--- config.mk ---
export PLATFORM = sky130hd
export DESIGN_NAME = truncated_mean_layer_charge
export DESIGN_NICKNAME = d
export VERILOG_FILES = /design/src/rtl/core/tmlc_pkg.sv /design/src/rtl/core/tmlc_ctrl.sv /design/src/rtl/core/tmlc_datapath.sv /design/src/rtl/core/truncated_mean_layer_charge.sv
export SDC_FILE = /design/constraint.sdc
export NUM_CORES = 2
export LEC_CHECK = 0
export BUFFER_PORTS_ARGS = -buffer_cell sky130_fd_sc_hd__buf_2
export CAP_MARGIN = 20
export CORE_ASPECT_RATIO = 0.7
export CORE_MARGIN = 4
export CORE_UTILIZATION = 55
export CTS_CLUSTER_SIZE = 20
export DETAILED_ROUTE_END_ITERATION = 8
export PLACE_DENSITY = 0.73
export SKIP_LAST_GASP = 1
export SLEW_MARGIN = 20
export SYNTH_ARGS = -nofsm -noshare
export SYNTH_HDL_FRONTEND = slang
export SYNTH_SLANG_ARGS = --single-unit
export TNS_END_PERCENT = 50
--- constraint.sdc ---
create_clock -name clk -period 23.8 [get_ports clk]
set_input_delay 4.76 -clock clk [delete_from_list [all_inputs] [get_ports clk]]
set_output_delay 4.76 -clock clk [all_outputs]
set_load 0.02 [all_outputs]
--- src/rtl/core/tmlc_pkg.sv ---
// Shared types and constants for the truncated mean layer charge block.
`timescale 1ns / 1ps
`default_nettype none
package tmlc_pkg;
  localparam int SumW    = 23;
  localparam int ChargeW = 16;
  localparam int FracW   = 9;
  localparam int CntOutW = 8;
  localparam logic [SumW-1:0]  SumMax      = {SumW{1'b1}};
  localparam logic [FracW-1:0] FractionOne = 9'd256;
  localparam logic [FracW-1:0] ThreshReset = 9'd1;
  localparam logic [FracW-1:0] FracReset   = 9'd179;

  typedef enum logic {
    REG_THRESHOLD = 1'b0,
    REG_FRACTION  = 1'b1
  } reg_index_t;

  typedef struct packed {
    logic accept;
    logic keep_calc;
    logic scan_init;
    logic scan_run;
    logic acc;
    logic div_init;
    logic div_run;
    logic load_out;
  } tmlc_cmd_t;

  typedef struct packed {
    logic rem_zero;
    logic scan_done;
    logic div_last;
    logic out_free;
  } tmlc_status_t;
endpackage
`default_nettype wire

--- src/rtl/core/tmlc_ctrl.sv ---
// Sequencer for pad intake, sum selection passes, division and result hand-off.
`timescale 1ns / 1ps
`default_nettype none
module tmlc_ctrl (
  input  wire logic                  clk,
  input  wire logic                  rst,
  input  wire logic                  in_valid,
  input  wire logic                  end_of_event,
  output logic                       in_stall,
  output tmlc_pkg::tmlc_cmd_t        cmd,
  input  wire tmlc_pkg::tmlc_status_t status
);
  import tmlc_pkg::*;

  typedef enum logic [7:0] {
    S_IDLE  = 8'b0000_0001,
    S_KEEP  = 8'b0000_0010,
    S_CHECK = 8'b0000_0100,
    S_SCAN  = 8'b0000_1000,
    S_ACC   = 8'b0001_0000,
    S_DIVI  = 8'b0010_0000,
    S_DIV   = 8'b0100_0000,
    S_OUT   = 8'b1000_0000
  } state_t;

  state_t state, state_next;

  always_ff @(posedge clk) begin
    if (rst) state <= S_IDLE;
    else     state <= state_next;
  end

  assign in_stall = (state != S_IDLE);

  always_comb begin
    state_next = state;
    cmd        = '0;
    case (state)
      S_IDLE: begin
        cmd.accept = in_valid;
        if (in_valid && end_of_event) state_next = S_KEEP;
      end
      S_KEEP: begin
        cmd.keep_calc = 1'b1;
        state_next    = S_CHECK;
      end
      S_CHECK: begin
        if (status.rem_zero) begin
          state_next = S_DIVI;
        end else begin
          cmd.scan_init = 1'b1;
          state_next    = S_SCAN;
        end
      end
      S_SCAN: begin
        cmd.scan_run = 1'b1;
        if (status.scan_done) state_next = S_ACC;
      end
      S_ACC: begin
        cmd.acc    = 1'b1;
        state_next = S_CHECK;
      end
      S_DIVI: begin
        cmd.div_init = 1'b1;
        state_next   = S_DIV;
      end
      S_DIV: begin
        cmd.div_run = 1'b1;
        if (status.div_last) state_next = S_OUT;
      end
      S_OUT: begin
        if (status.out_free) begin
          cmd.load_out = 1'b1;
          state_next   = S_IDLE;
        end
      end
      default: state_next = S_IDLE;
    endcase
  end
endmodule
`default_nettype wire

--- src/rtl/core/tmlc_datapath.sv ---
// Layer summing, sum store, smallest-sum selection, divider and output register.
`timescale 1ns / 1ps
`default_nettype none
module tmlc_datapath #(
  parameter int MAX_LAYERS = 128
) (
  input  wire logic                  clk,
  input  wire logic                  rst,
  input  wire logic                  cfg_write,
  input  wire logic                  cfg_index,
  input  wire logic [15:0]           cfg_data,
  input  wire logic [15:0]           pad_charge,
  input  wire logic                  end_of_layer,
  input  wire logic                  end_of_event,
  output logic                       out_valid,
  input  wire logic                  out_stall,
  output logic [22:0]                truncated_mean,
  output logic [7:0]                 layers_used,
  output logic [7:0]                 layers_kept,
  output logic                       empty_result,
  output logic                       layer_overflow,
  input  wire tmlc_pkg::tmlc_cmd_t   cmd,
  output tmlc_pkg::tmlc_status_t     status
);
  import tmlc_pkg::*;

  localparam int AW  = (MAX_LAYERS > 1) ? $clog2(MAX_LAYERS) : 1;
  localparam int CW  = $clog2(MAX_LAYERS + 1);
  localparam int SW  = SumW + CW;
  localparam int DW  = SW + 3;
  localparam int RW  = CW + 4;
  localparam int STW = $clog2(DW);
  localparam logic [CW-1:0]  MaxCnt  = CW'(MAX_LAYERS);
  localparam logic [STW-1:0] LastStep = STW'(DW - 1);

  // configuration
  logic [ChargeW-1:0] threshold;
  logic [FracW-1:0]   fraction;
  always_ff @(posedge clk) begin
    if (rst) begin
      threshold <= ChargeW'(ThreshReset);
      fraction  <= FracReset;
    end else if (cfg_write) begin
      case (reg_index_t'(cfg_index))
        REG_THRESHOLD: threshold <= cfg_data;
        REG_FRACTION:  fraction  <= cfg_data[FracW-1:0];
        default: ;
      endcase
    end
  end

  // layer summing
  logic [SumW-1:0] run_sum;
  logic [CW-1:0]   cnt;
  logic            ovf;
  logic [SumW:0]   add_wide;
  logic [SumW-1:0] eff_sum;
  logic            close;
  logic            mem_we;

  assign add_wide = {1'b0, run_sum} +
                    ((pad_charge >= threshold) ? (SumW+1)'(pad_charge) : '0);
  assign eff_sum  = add_wide[SumW] ? SumMax : add_wide[SumW-1:0];
  assign close    = cmd.accept && (end_of_layer || end_of_event);
  assign mem_we   = close && (eff_sum != '0) && (cnt < MaxCnt);

  logic [SumW-1:0] mem [MAX_LAYERS];
  logic [SumW-1:0] rdata;
  logic [CW-1:0]   idx;

  always_ff @(posedge clk) begin
    if (mem_we) mem[cnt[AW-1:0]] <= eff_sum;
    rdata <= mem[idx[AW-1:0]];
  end

  always_ff @(posedge clk) begin
    if (rst) begin
      run_sum <= '0;
      cnt     <= '0;
      ovf     <= 1'b0;
    end else begin
      if (cmd.accept) run_sum <= close ? '0 : eff_sum;
      if (mem_we) cnt <= cnt + 1'b1;
      else if (close && eff_sum != '0) ovf <= 1'b1;
      if (cmd.load_out) begin
        cnt <= '0;
        ovf <= 1'b0;
      end
    end
  end

  // selection: each pass finds the smallest sum above the previous one and its count
  logic [FracW-1:0]    frac_c;
  logic [CW+FracW-1:0] kept_prod;
  logic [CW-1:0]       kept, rem, min_cnt, take;
  logic [SumW-1:0]     prev, min_val;
  logic                found, rv;
  logic [SW-1:0]       total;
  logic [CW+SumW-1:0]  prod;

  assign frac_c    = (fraction > FractionOne) ? FractionOne : fraction;
  assign kept_prod = (CW+FracW)'(cnt) * (CW+FracW)'(frac_c);
  assign take      = (min_cnt < rem) ? min_cnt : rem;
  assign prod      = (CW+SumW)'(take) * (CW+SumW)'(min_val);

  always_ff @(posedge clk) begin
    if (cmd.keep_calc) begin
      kept  <= kept_prod[CW+7:8];
      rem   <= kept_prod[CW+7:8];
      prev  <= '0;
      total <= '0;
    end
    if (cmd.scan_init) begin
      idx   <= '0;
      rv    <= 1'b0;
      found <= 1'b0;
    end
    if (cmd.scan_run) begin
      rv <= (idx != cnt);
      if (idx != cnt) idx <= idx + 1'b1;
      if (rv && rdata > prev) begin
        if (!found || rdata < min_val) begin
          min_val <= rdata;
          min_cnt <= CW'(1);
          found   <= 1'b1;
        end else if (rdata == min_val) begin
          min_cnt <= min_cnt + 1'b1;
        end
      end
    end
    if (cmd.acc) begin
      if (found) begin
        total <= total + SW'(prod);
        rem   <= rem - take;
        prev  <= min_val;
      end else begin
        rem <= '0;
      end
    end
  end

  // restoring divider: 5*total / (6*kept)
  logic [DW-1:0]   quo;
  logic [RW-1:0]   rmd, rmd_sh;
  logic [CW+2:0]   divisor;
  logic [STW-1:0]  step;

  assign divisor = {1'b0, kept, 2'b00} + {2'b00, kept, 1'b0};
  assign rmd_sh  = {rmd[RW-2:0], quo[DW-1]};

  always_ff @(posedge clk) begin
    if (cmd.div_init) begin
      quo  <= {1'b0, total, 2'b00} + {3'b000, total};
      rmd  <= '0;
      step <= '0;
    end else if (cmd.div_run) begin
      step <= step + 1'b1;
      if (rmd_sh >= RW'(divisor)) begin
        rmd <= rmd_sh - RW'(divisor);
        quo <= {quo[DW-2:0], 1'b1};
      end else begin
        rmd <= rmd_sh;
        quo <= {quo[DW-2:0], 1'b0};
      end
    end
  end

  // output register
  logic [CW+CntOutW-1:0] used_ext, kept_ext;
  assign used_ext = {{CntOutW{1'b0}}, cnt};
  assign kept_ext = {{CntOutW{1'b0}}, kept};

  always_ff @(posedge clk) begin
    if (rst) out_valid <= 1'b0;
    else if (cmd.load_out) out_valid <= 1'b1;
    else if (!out_stall) out_valid <= 1'b0;
  end

  always_ff @(posedge clk) begin
    if (cmd.load_out) begin
      truncated_mean <= (kept == '0) ? '0 : quo[SumW-1:0];
      layers_used    <= used_ext[CntOutW-1:0];
      layers_kept    <= kept_ext[CntOutW-1:0];
      empty_result   <= (kept == '0);
      layer_overflow <= ovf;
    end
  end

  assign status.rem_zero  = (rem == '0);
  assign status.scan_done = (idx == cnt) && !rv;
  assign status.div_last  = (step == LastStep);
  assign status.out_free  = !out_valid || !out_stall;
endmodule
`default_nettype wire

--- src/rtl/core/truncated_mean_layer_charge.sv ---
// Top level of the truncated mean layer charge block.
//
// Pads are taken one per cycle while idle; layers with a nonzero thresholded
// sum go into an on-chip store of MAX_LAYERS entries. After the end-of-event
// transaction the input stalls while the kept smallest sums are gathered in
// passes over the store (one pass per distinct kept value, each pass a scan
// through the single store read port plus a check and an accumulate step),
// then a restoring divider, after a set-up step, yields one quotient bit per
// cycle. A finished result sits in the output register until taken; the
// input resumes when it is loaded, once any earlier result has been taken.
`timescale 1ns / 1ps
`default_nettype none
module truncated_mean_layer_charge #(
  parameter int MAX_LAYERS = 128
) (
  input  wire logic        clk,
  input  wire logic        rst,
  input  wire logic        cfg_write,
  input  wire logic        cfg_index,
  input  wire logic [15:0] cfg_data,
  input  wire logic        in_valid,
  output logic             in_stall,
  input  wire logic [15:0] pad_charge,
  input  wire logic        end_of_layer,
  input  wire logic        end_of_event,
  output logic             out_valid,
  input  wire logic        out_stall,
  output logic [22:0]      truncated_mean,
  output logic [7:0]       layers_used,
  output logic [7:0]       layers_kept,
  output logic             empty_result,
  output logic             layer_overflow
);
  import tmlc_pkg::*;

  tmlc_cmd_t    cmd;
  tmlc_status_t status;

  tmlc_ctrl u_ctrl (
    .clk          (clk),
    .rst          (rst),
    .in_valid     (in_valid),
    .end_of_event (end_of_event),
    .in_stall     (in_stall),
    .cmd          (cmd),
    .status       (status)
  );

  tmlc_datapath #(.MAX_LAYERS(MAX_LAYERS)) u_dp (
    .clk            (clk),
    .rst            (rst),
    .cfg_write      (cfg_write),
    .cfg_index      (cfg_index),
    .cfg_data       (cfg_data),
    .pad_charge     (pad_charge),
    .end_of_layer   (end_of_layer),
    .end_of_event   (end_of_event),
    .out_valid      (out_valid),
    .out_stall      (out_stall),
    .truncated_mean (truncated_mean),
    .layers_used    (layers_used),
    .layers_kept    (layers_kept),
    .empty_result   (empty_result),
    .layer_overflow (layer_overflow),
    .cmd            (cmd),
    .status         (status)
  );
endmodule
`default_nettype wire
Yosys cells after proc, flatten, opt, wreduce, memory -nomap -nowiden:

Memory sizes are Yosys's and may differ from the RTL's. A register that Yosys moved wholly into a read port is not among the register bits.
Cells that the tools add are included.
Widths: inputs -> output; s select.

* add/sub/neg operators: 10
* $mul: 2
* div/mod/pow operators: 0
* magnitude comparators: 7
* equal/unequal tests: 18
* shift operators: 0
* multiplexer cells: 48
* bitwise operators: 2
* reductions and logical operators: 28

Operators by type and width (count)
* $mux 23: 5
* $mux 8: 12
* $mux 31: 3
* $mux 34: 2
* $pmux 8 s7: 1
* $add 33x31->34: 1
* $add 31x31->31: 1
* $mul 8x23->31: 1
* $add 23x24->24: 1
* $add 8x1->8 const B: 3
* $eq 23x23->1: 1
* $gt 23x23->1: 1
* $lt 23x23->1: 1
* $reduce_bool 23->1: 1
* $mux 1: 21
* $ge 16x16->1: 1
* $logic_not 8->1: 2
* $mul 8x9->16: 1
* $mux 16: 1
* $ge 12x11->1: 1
* $add 10x9->11: 1
* $mux 11: 1
* $sub 11x11->11: 1
* $gt 9x9->1 const B: 1
* other kinds (29): 50

* register bits: 269
* latch bits: 0
* RAM bits: 2944
* ROM bits: 0
* bits of input ports: 40
* output and inout bits: 43
* logic and storage cells: 140
* memories: 1

Memories
* u_dp.mem: words 128, bits a word 23, rd ports 1, clocked after Yosys merged registers in 1, wr ports 1, RTL line tmlc_datapath.sv:67 `logic [SumW-1:0] mem [MAX_LAYERS];`

Logic depth before layout (Yosys ltp):

* word-level depth: 9
* depth in mapped cells: 30
* depth with buffers taken out: 30

Hierarchy:

Synthesis repeated with hierarchy kept, for this count alone.

* cell total of the unflattened synthesis: 7167
* area total of the unflattened synthesis: 137346.7 um^2

By module, submodules not included
* tmlc_datapath: times used 1, cells an instance 7109, area each 136853.8 um^2, seq. area each 95321.4 um^2
* tmlc_ctrl: times used 1, cells an instance 58, area each 493.0 um^2, seq. area each 160.2 um^2

Worst setup path before layout:

OpenSTA, ideal clock, no wires.

* path kind: input -> register
* from: input pad_charge[0]
* to: memory u_dp.mem[100][0] (enable)
* library setup time: 0.403 ns
* arrival time: 13.857 ns
* slack: 9.540 ns
* cell stages on the path: 27
* buffers on the path: 4
* cell sequence: inv_1 -> ha_1 -> nand2b_1 -> a21o_1 -> a21oi_1 -> nor2b_1 -> o21ai_0 -> a21oi_1 -> o21ai_0 -> a21oi_1 -> nand4b_1 -> clkbuf_1 -> and3_1 -> ha_1 -> buf_2 -> a211o_1 -> a21o_1 -> a221oi_1 -> o21a_1 -> mux2i_1 -> nor4b_1 -> and4_1 -> a31oi_4 -> buf_6 -> nand3b_4 -> buf_4 -> nor2_1

* word-level cells in the longest chain between the ends: 9

Ends and longest elaborated chain
* start, declared: RTL line truncated_mean_layer_charge.sv:23 `input wire logic [15:0] pad_charge,`
* $ge 16x16->1: RTL line tmlc_datapath.sv:62 `((pad_charge >= threshold) ? (SumW+1)'(pad_charge) : '0);`
* $mux 16 (*): RTL line tmlc_datapath.sv:62
* $add 23x24->24 (*): RTL line tmlc_datapath.sv:61 `assign add_wide = {1'b0, run_sum} +`
* $mux 23 (*): RTL line tmlc_datapath.sv:63 `assign eff_sum = add_wide[SumW] ? SumMax : add_wide[SumW-1:0];`
* net u_dp.eff_sum[15]: RTL line tmlc_datapath.sv:57 `logic [SumW-1:0] eff_sum;`
* $reduce_bool 23->1 (*): RTL line tmlc_datapath.sv:65 `assign mem_we = close && (eff_sum != '0) && (cnt < MaxCnt);`
* $logic_and 1x1->1 (*) (2 in series): RTL line tmlc_datapath.sv:65
* $mux 1 (*): RTL line tmlc_datapath.sv:72 `if (mem_we) mem[cnt[AW-1:0]] <= eff_sum;`
* $mux 1 (implied by the code) (*): RTL line tmlc_datapath.sv:72
* end, declared: RTL line tmlc_datapath.sv:67

Mark *: on every way through the listed nets, which the timed path passes. The rest lies on a longest branch.

Final worst setup path:

* from: input pad_charge[0]
* to: memory u_dp.mem[16][5] (enable)

* word-level cells in the longest chain between the ends: 9

Ends and longest elaborated chain (RTL line)
* $ge 16x16->1: tmlc_datapath.sv:62
* $mux 16 (*): tmlc_datapath.sv:62
* $add 23x24->24 (*): tmlc_datapath.sv:61
* $mux 23 (*): tmlc_datapath.sv:63
* $reduce_bool 23->1 (*): tmlc_datapath.sv:65
* $logic_and 1x1->1 (*) (2 in series): tmlc_datapath.sv:65
* $mux 1 (*): tmlc_datapath.sv:72
* $mux 1 (implied by the code) (*): tmlc_datapath.sv:72

Every way passes the cells marked *; elsewhere a longest branch is shown, timed or not.

==> results.json <==
{
  "status": "finished clean",
  "ios": 83,
  "cts-root-buf": "clkbuf_16",
  "worst_slew_margin_rel": 0.221,
  "clock_latency_ns": 0.88,
  "dp_hpwl_um": 223000,
  "crit_path_start": "pad_charge[0]",
  "grt.total_usage": 0.279,
  "crit_end": "u_dp.mem[16][5]",
  "reg2regPathDepth": 29,
  "seq_area_um2": 95500,
  "peakVddDrop_mv": 0.0699,
  "rsz0062_at_grt": "no",
  "synthFlopType": "edfxtp_1",
  "coreArea_um2": 246000,
  "place_inst": 10400,
  "ctsHoldBuffers": 0,
  "maxCapViolCount": 0,
  "fmax_mhz": 85.0,
  "start_util": 0.555,
  "clk_pin_slew_ns": 0.06,
  "synth_top_area_share": 0.675,
  "die_x_um": 603,
  "crit_type": "input port to register",
  "postRouteAntennaNets": 0,
  "async_reset_ff_frac": 0,
  "period_minus_slack_ns": 11.77,
  "cts.path.max_buffers": 4,
  "synth-seq-cells": 3236,
  "grt_overflow": 0,
  "rows": 152,
  "start_kind": "input port",
  "grt_pass1_vias": 69100,
  "yosysTopAreaCell": "edfxtp_1",
  "antenna_found_initial": 41,
  "tightestPinTransition_ns": 1.17,
  "netlist_area_um2": 137000,
  "yosys_warnings": 0,
  "vias": 72300,
  "setup_violations": 0,
  "powerDensity_nw_per_um2": 79.4,
  "drv_slew": 0,
  "postCtsSetupRepairBufs": 0,
  "post-route-period-util": 0.495,
  "numCtsBuffers": 301,
  "port-buffer-count": 82,
  "synth_nets": 7558,
  "ys_top_cells_by_area": "edfxtp_1 (67%), mux4_2 (16%), fa_1 (2.9%)",
  "synth.avg_cell_area_um2": 19.3,
  "synth_cell_type_count": 79,
  "setup_tns_ns": 0,
  "synthCells": 7087,
  "gp_congestion": 0.875,
  "hold_viol": 0,
  "cts_tree": "yes",
  "ys_seq_area_frac": 0.699,
  "r2r-start": "u_dp.rem[1]",
  "viasPerCell": 6.62,
  "grt_max_degree": 126,
  "layout.nets": 7832,
  "worst_setup_path_end_kind": "register",
  "fin_skew_ns": 0.0622,
  "grt_pass1_wl_um": 514000,
  "die-area_um2": 256000,
  "finalNonFillerCells": 10900,
  "drt-total-wl_um": 356000,
  "dieHeight_um": 425,
  "crit_required_ns": 24.35,
  "r2r-end": "u_dp.total[29]",
  "drtIter0Drc": 12500,
  "remaining_drc_errors": 0,
  "rrSetupSlack_ns": 15.80,
  "cts_resized": 0,
  "wire_per_inst_um": 32.6,
  "syn_to_final_growth_pct": 11.5,
  "final_layout_size_suffix_gt1_frac": 0.253,
  "clkSinkCount": 3236,
  "crit_fanout": 16,
  "synth_edf_count": 3067,
  "worstPathArrival_ns": 12.32,
  "multi_input_area_um2": 39000,
  "min_path_type": "register to register",
  "layout_commonest_cell": "edfxtp_1",
  "n_fill_cell": 16700,
  "htree_levels": 5,
  "first_pass_iters": 6,
  "mostFrequentLayoutCells": "edfxtp_1 (3067), mux4_2 (957), inv_1 (369)",
  "p_leak_uw": 0.0482,
  "power_uw": 12100
}
[synth_stat cells (5+ instances only)]
| cell | number |
|---|---|
| or4_1 | 6 |
| dfxtp_1 | 169 |
| nand2_1 | 310 |
| clkbuf_1 | 222 |
| or2_2 | 11 |
| a31oi_1 | 10 |
| and2_1 | 56 |
| xnor2_1 | 57 |
| o31ai_1 | 19 |
| mux2i_1 | 36 |
| a211oi_1 | 15 |
| or3_1 | 10 |
| a21oi_1 | 111 |
| o211ai_1 | 10 |
| ha_1 | 231 |
| fa_1 | 200 |
| buf_2 | 22 |
| a21o_1 | 64 |
| buf_4 | 7 |
| a211o_1 | 8 |
| nand3b_1 | 6 |
| nor3_1 | 23 |
| edfxtp_1 | 3067 |
| o21a_1 | 26 |
| nor4_1 | 6 |
| nor2b_1 | 41 |
| nand4_1 | 26 |
| clkinv_1 | 13 |
| buf_1 | 75 |
| o21bai_1 | 13 |
| o21ai_0 | 156 |
| a22oi_1 | 23 |
| nand2b_1 | 42 |
| nand3_1 | 117 |
| and3_1 | 36 |
| mux2_2 | 26 |
| inv_1 | 370 |
| xor2_1 | 51 |
| nor2_1 | 351 |
| mux4_2 | 957 |
| nor3b_1 | 7 |
| nand4b_1 | 5 |
[report_power, final]
part | total [uW] | leakage [uW] | internal [uW] | switching, uW
combinational | 764 | 0.0153 | 201 | 563
sequential | 6430 | 0.0282 | 6390 | 35.9
clock | 4890 | 0.00479 | 2780 | 2110
[stage by stage]
step | utilization | cell area (um^2) | hold WS [ns] | setup WS, ns
detailed placement | 0.578 | 142000 | 0.432 | 11.38
finish | 0.618 | 152000 | 0.442 | 12.03
global placement | 0.577 | 142000 | 0.418 | 11.25
floorplan | - | 137000 | 0.406 | 9.54
CTS | 0.618 | 152000 | 0.448 | 12.24
global route | 0.618 | 152000 | 0.462 | 11.75
[how the worst min path moves through the flow]
stage                       start  cells after the start                  end
finish              u_dp.rdata[0]                      0      u_dp.min_val[0]
global route             u_dp.ovf                      0  u_dp.layer_overflow
CTS                 u_dp.rdata[0]                      0      u_dp.min_val[0]
detailed placement  u_dp.rdata[0]                      0      u_dp.min_val[0]
global placement    u_dp.rdata[0]                      0      u_dp.min_val[0]
floorplan             u_dp.cnt[2]                      0  u_dp.layers_used[2]
[kinds of logic (layout without fill, tap and decap cells)]
family                     count (synthesis)  count (layout)  synth area share
adders and majority gates                431             431            0.0505
other                                      0              10                 0
AOI/OAI and AO/OA                        516             516            0.0243
DFF                                     3236            3236             0.699
and+or+nand+nor                         1067            1067            0.0363
buffers and inverters                    710            1222            0.0200
xor gates and xnor gates                 108             108           0.00693
muxes                                   1019            1019             0.163
[worst max-delay path, cell delays in order]
cell and delay, ns:
buf_2 0.10, inv_1 0.04, ha_1 0.27, nand2b_1 0.14, a21o_1 0.18, a21oi_1 0.14, nor2b_1 0.06, o21ai_0 0.14
a21oi_1 0.09, o21ai_0 0.17, a21oi_1 0.08, nand4b_1 0.48, and3_1 0.37, ha_1 0.23, fa_1 0.47, a211oi_2 0.28
o21ai_2 0.16, o211a_1 0.30, o21ai_0 0.29, a311oi_1 0.24, and3_1 0.24, and4_1 0.24, a31oi_4 0.62, nand3b_4 0.83
nor2_2 0.95, buf_4 0.37
[layout make-up]
cell class	instances	share of cell area
Sequential cell	3236	0.628
Multi-Input combinational cell	3141	0.256
Clock buffer	364	0.0526
Tap cell	3311	0.0272
Timing Repair Buffer	298	0.0147
Clock inverter	177	0.0122
Inverter	383	0.00946
Antenna cell	10	0.000164
[flip-flops by register name, summed over array words and instances (netlist names), 6 cells and up]
register	flops
u_ctrl.state	8
u_dp.cnt	8
u_dp.fraction	9
u_dp.idx	8
u_dp.kept	8
u_dp.layers_kept	8
u_dp.layers_used	8
u_dp.mem	2944
u_dp.min_cnt	8
u_dp.min_val	23
u_dp.prev	23
u_dp.quo	34
u_dp.rdata	23
u_dp.rem	8
u_dp.rmd	11
u_dp.run_sum	23
u_dp.step	6
u_dp.threshold	16
u_dp.total	31
u_dp.truncated_mean	23
[metal layers]
metal	up-vias	wire [um]	global-route usage
met2	5213	150000	0.379
met1	37700	144000	0.450
met4	10	9170	0.0647
met5	-	58	0
met3	508	53500	0.0813
li1	28800	-	-
(Power assumes the default switching activity.)
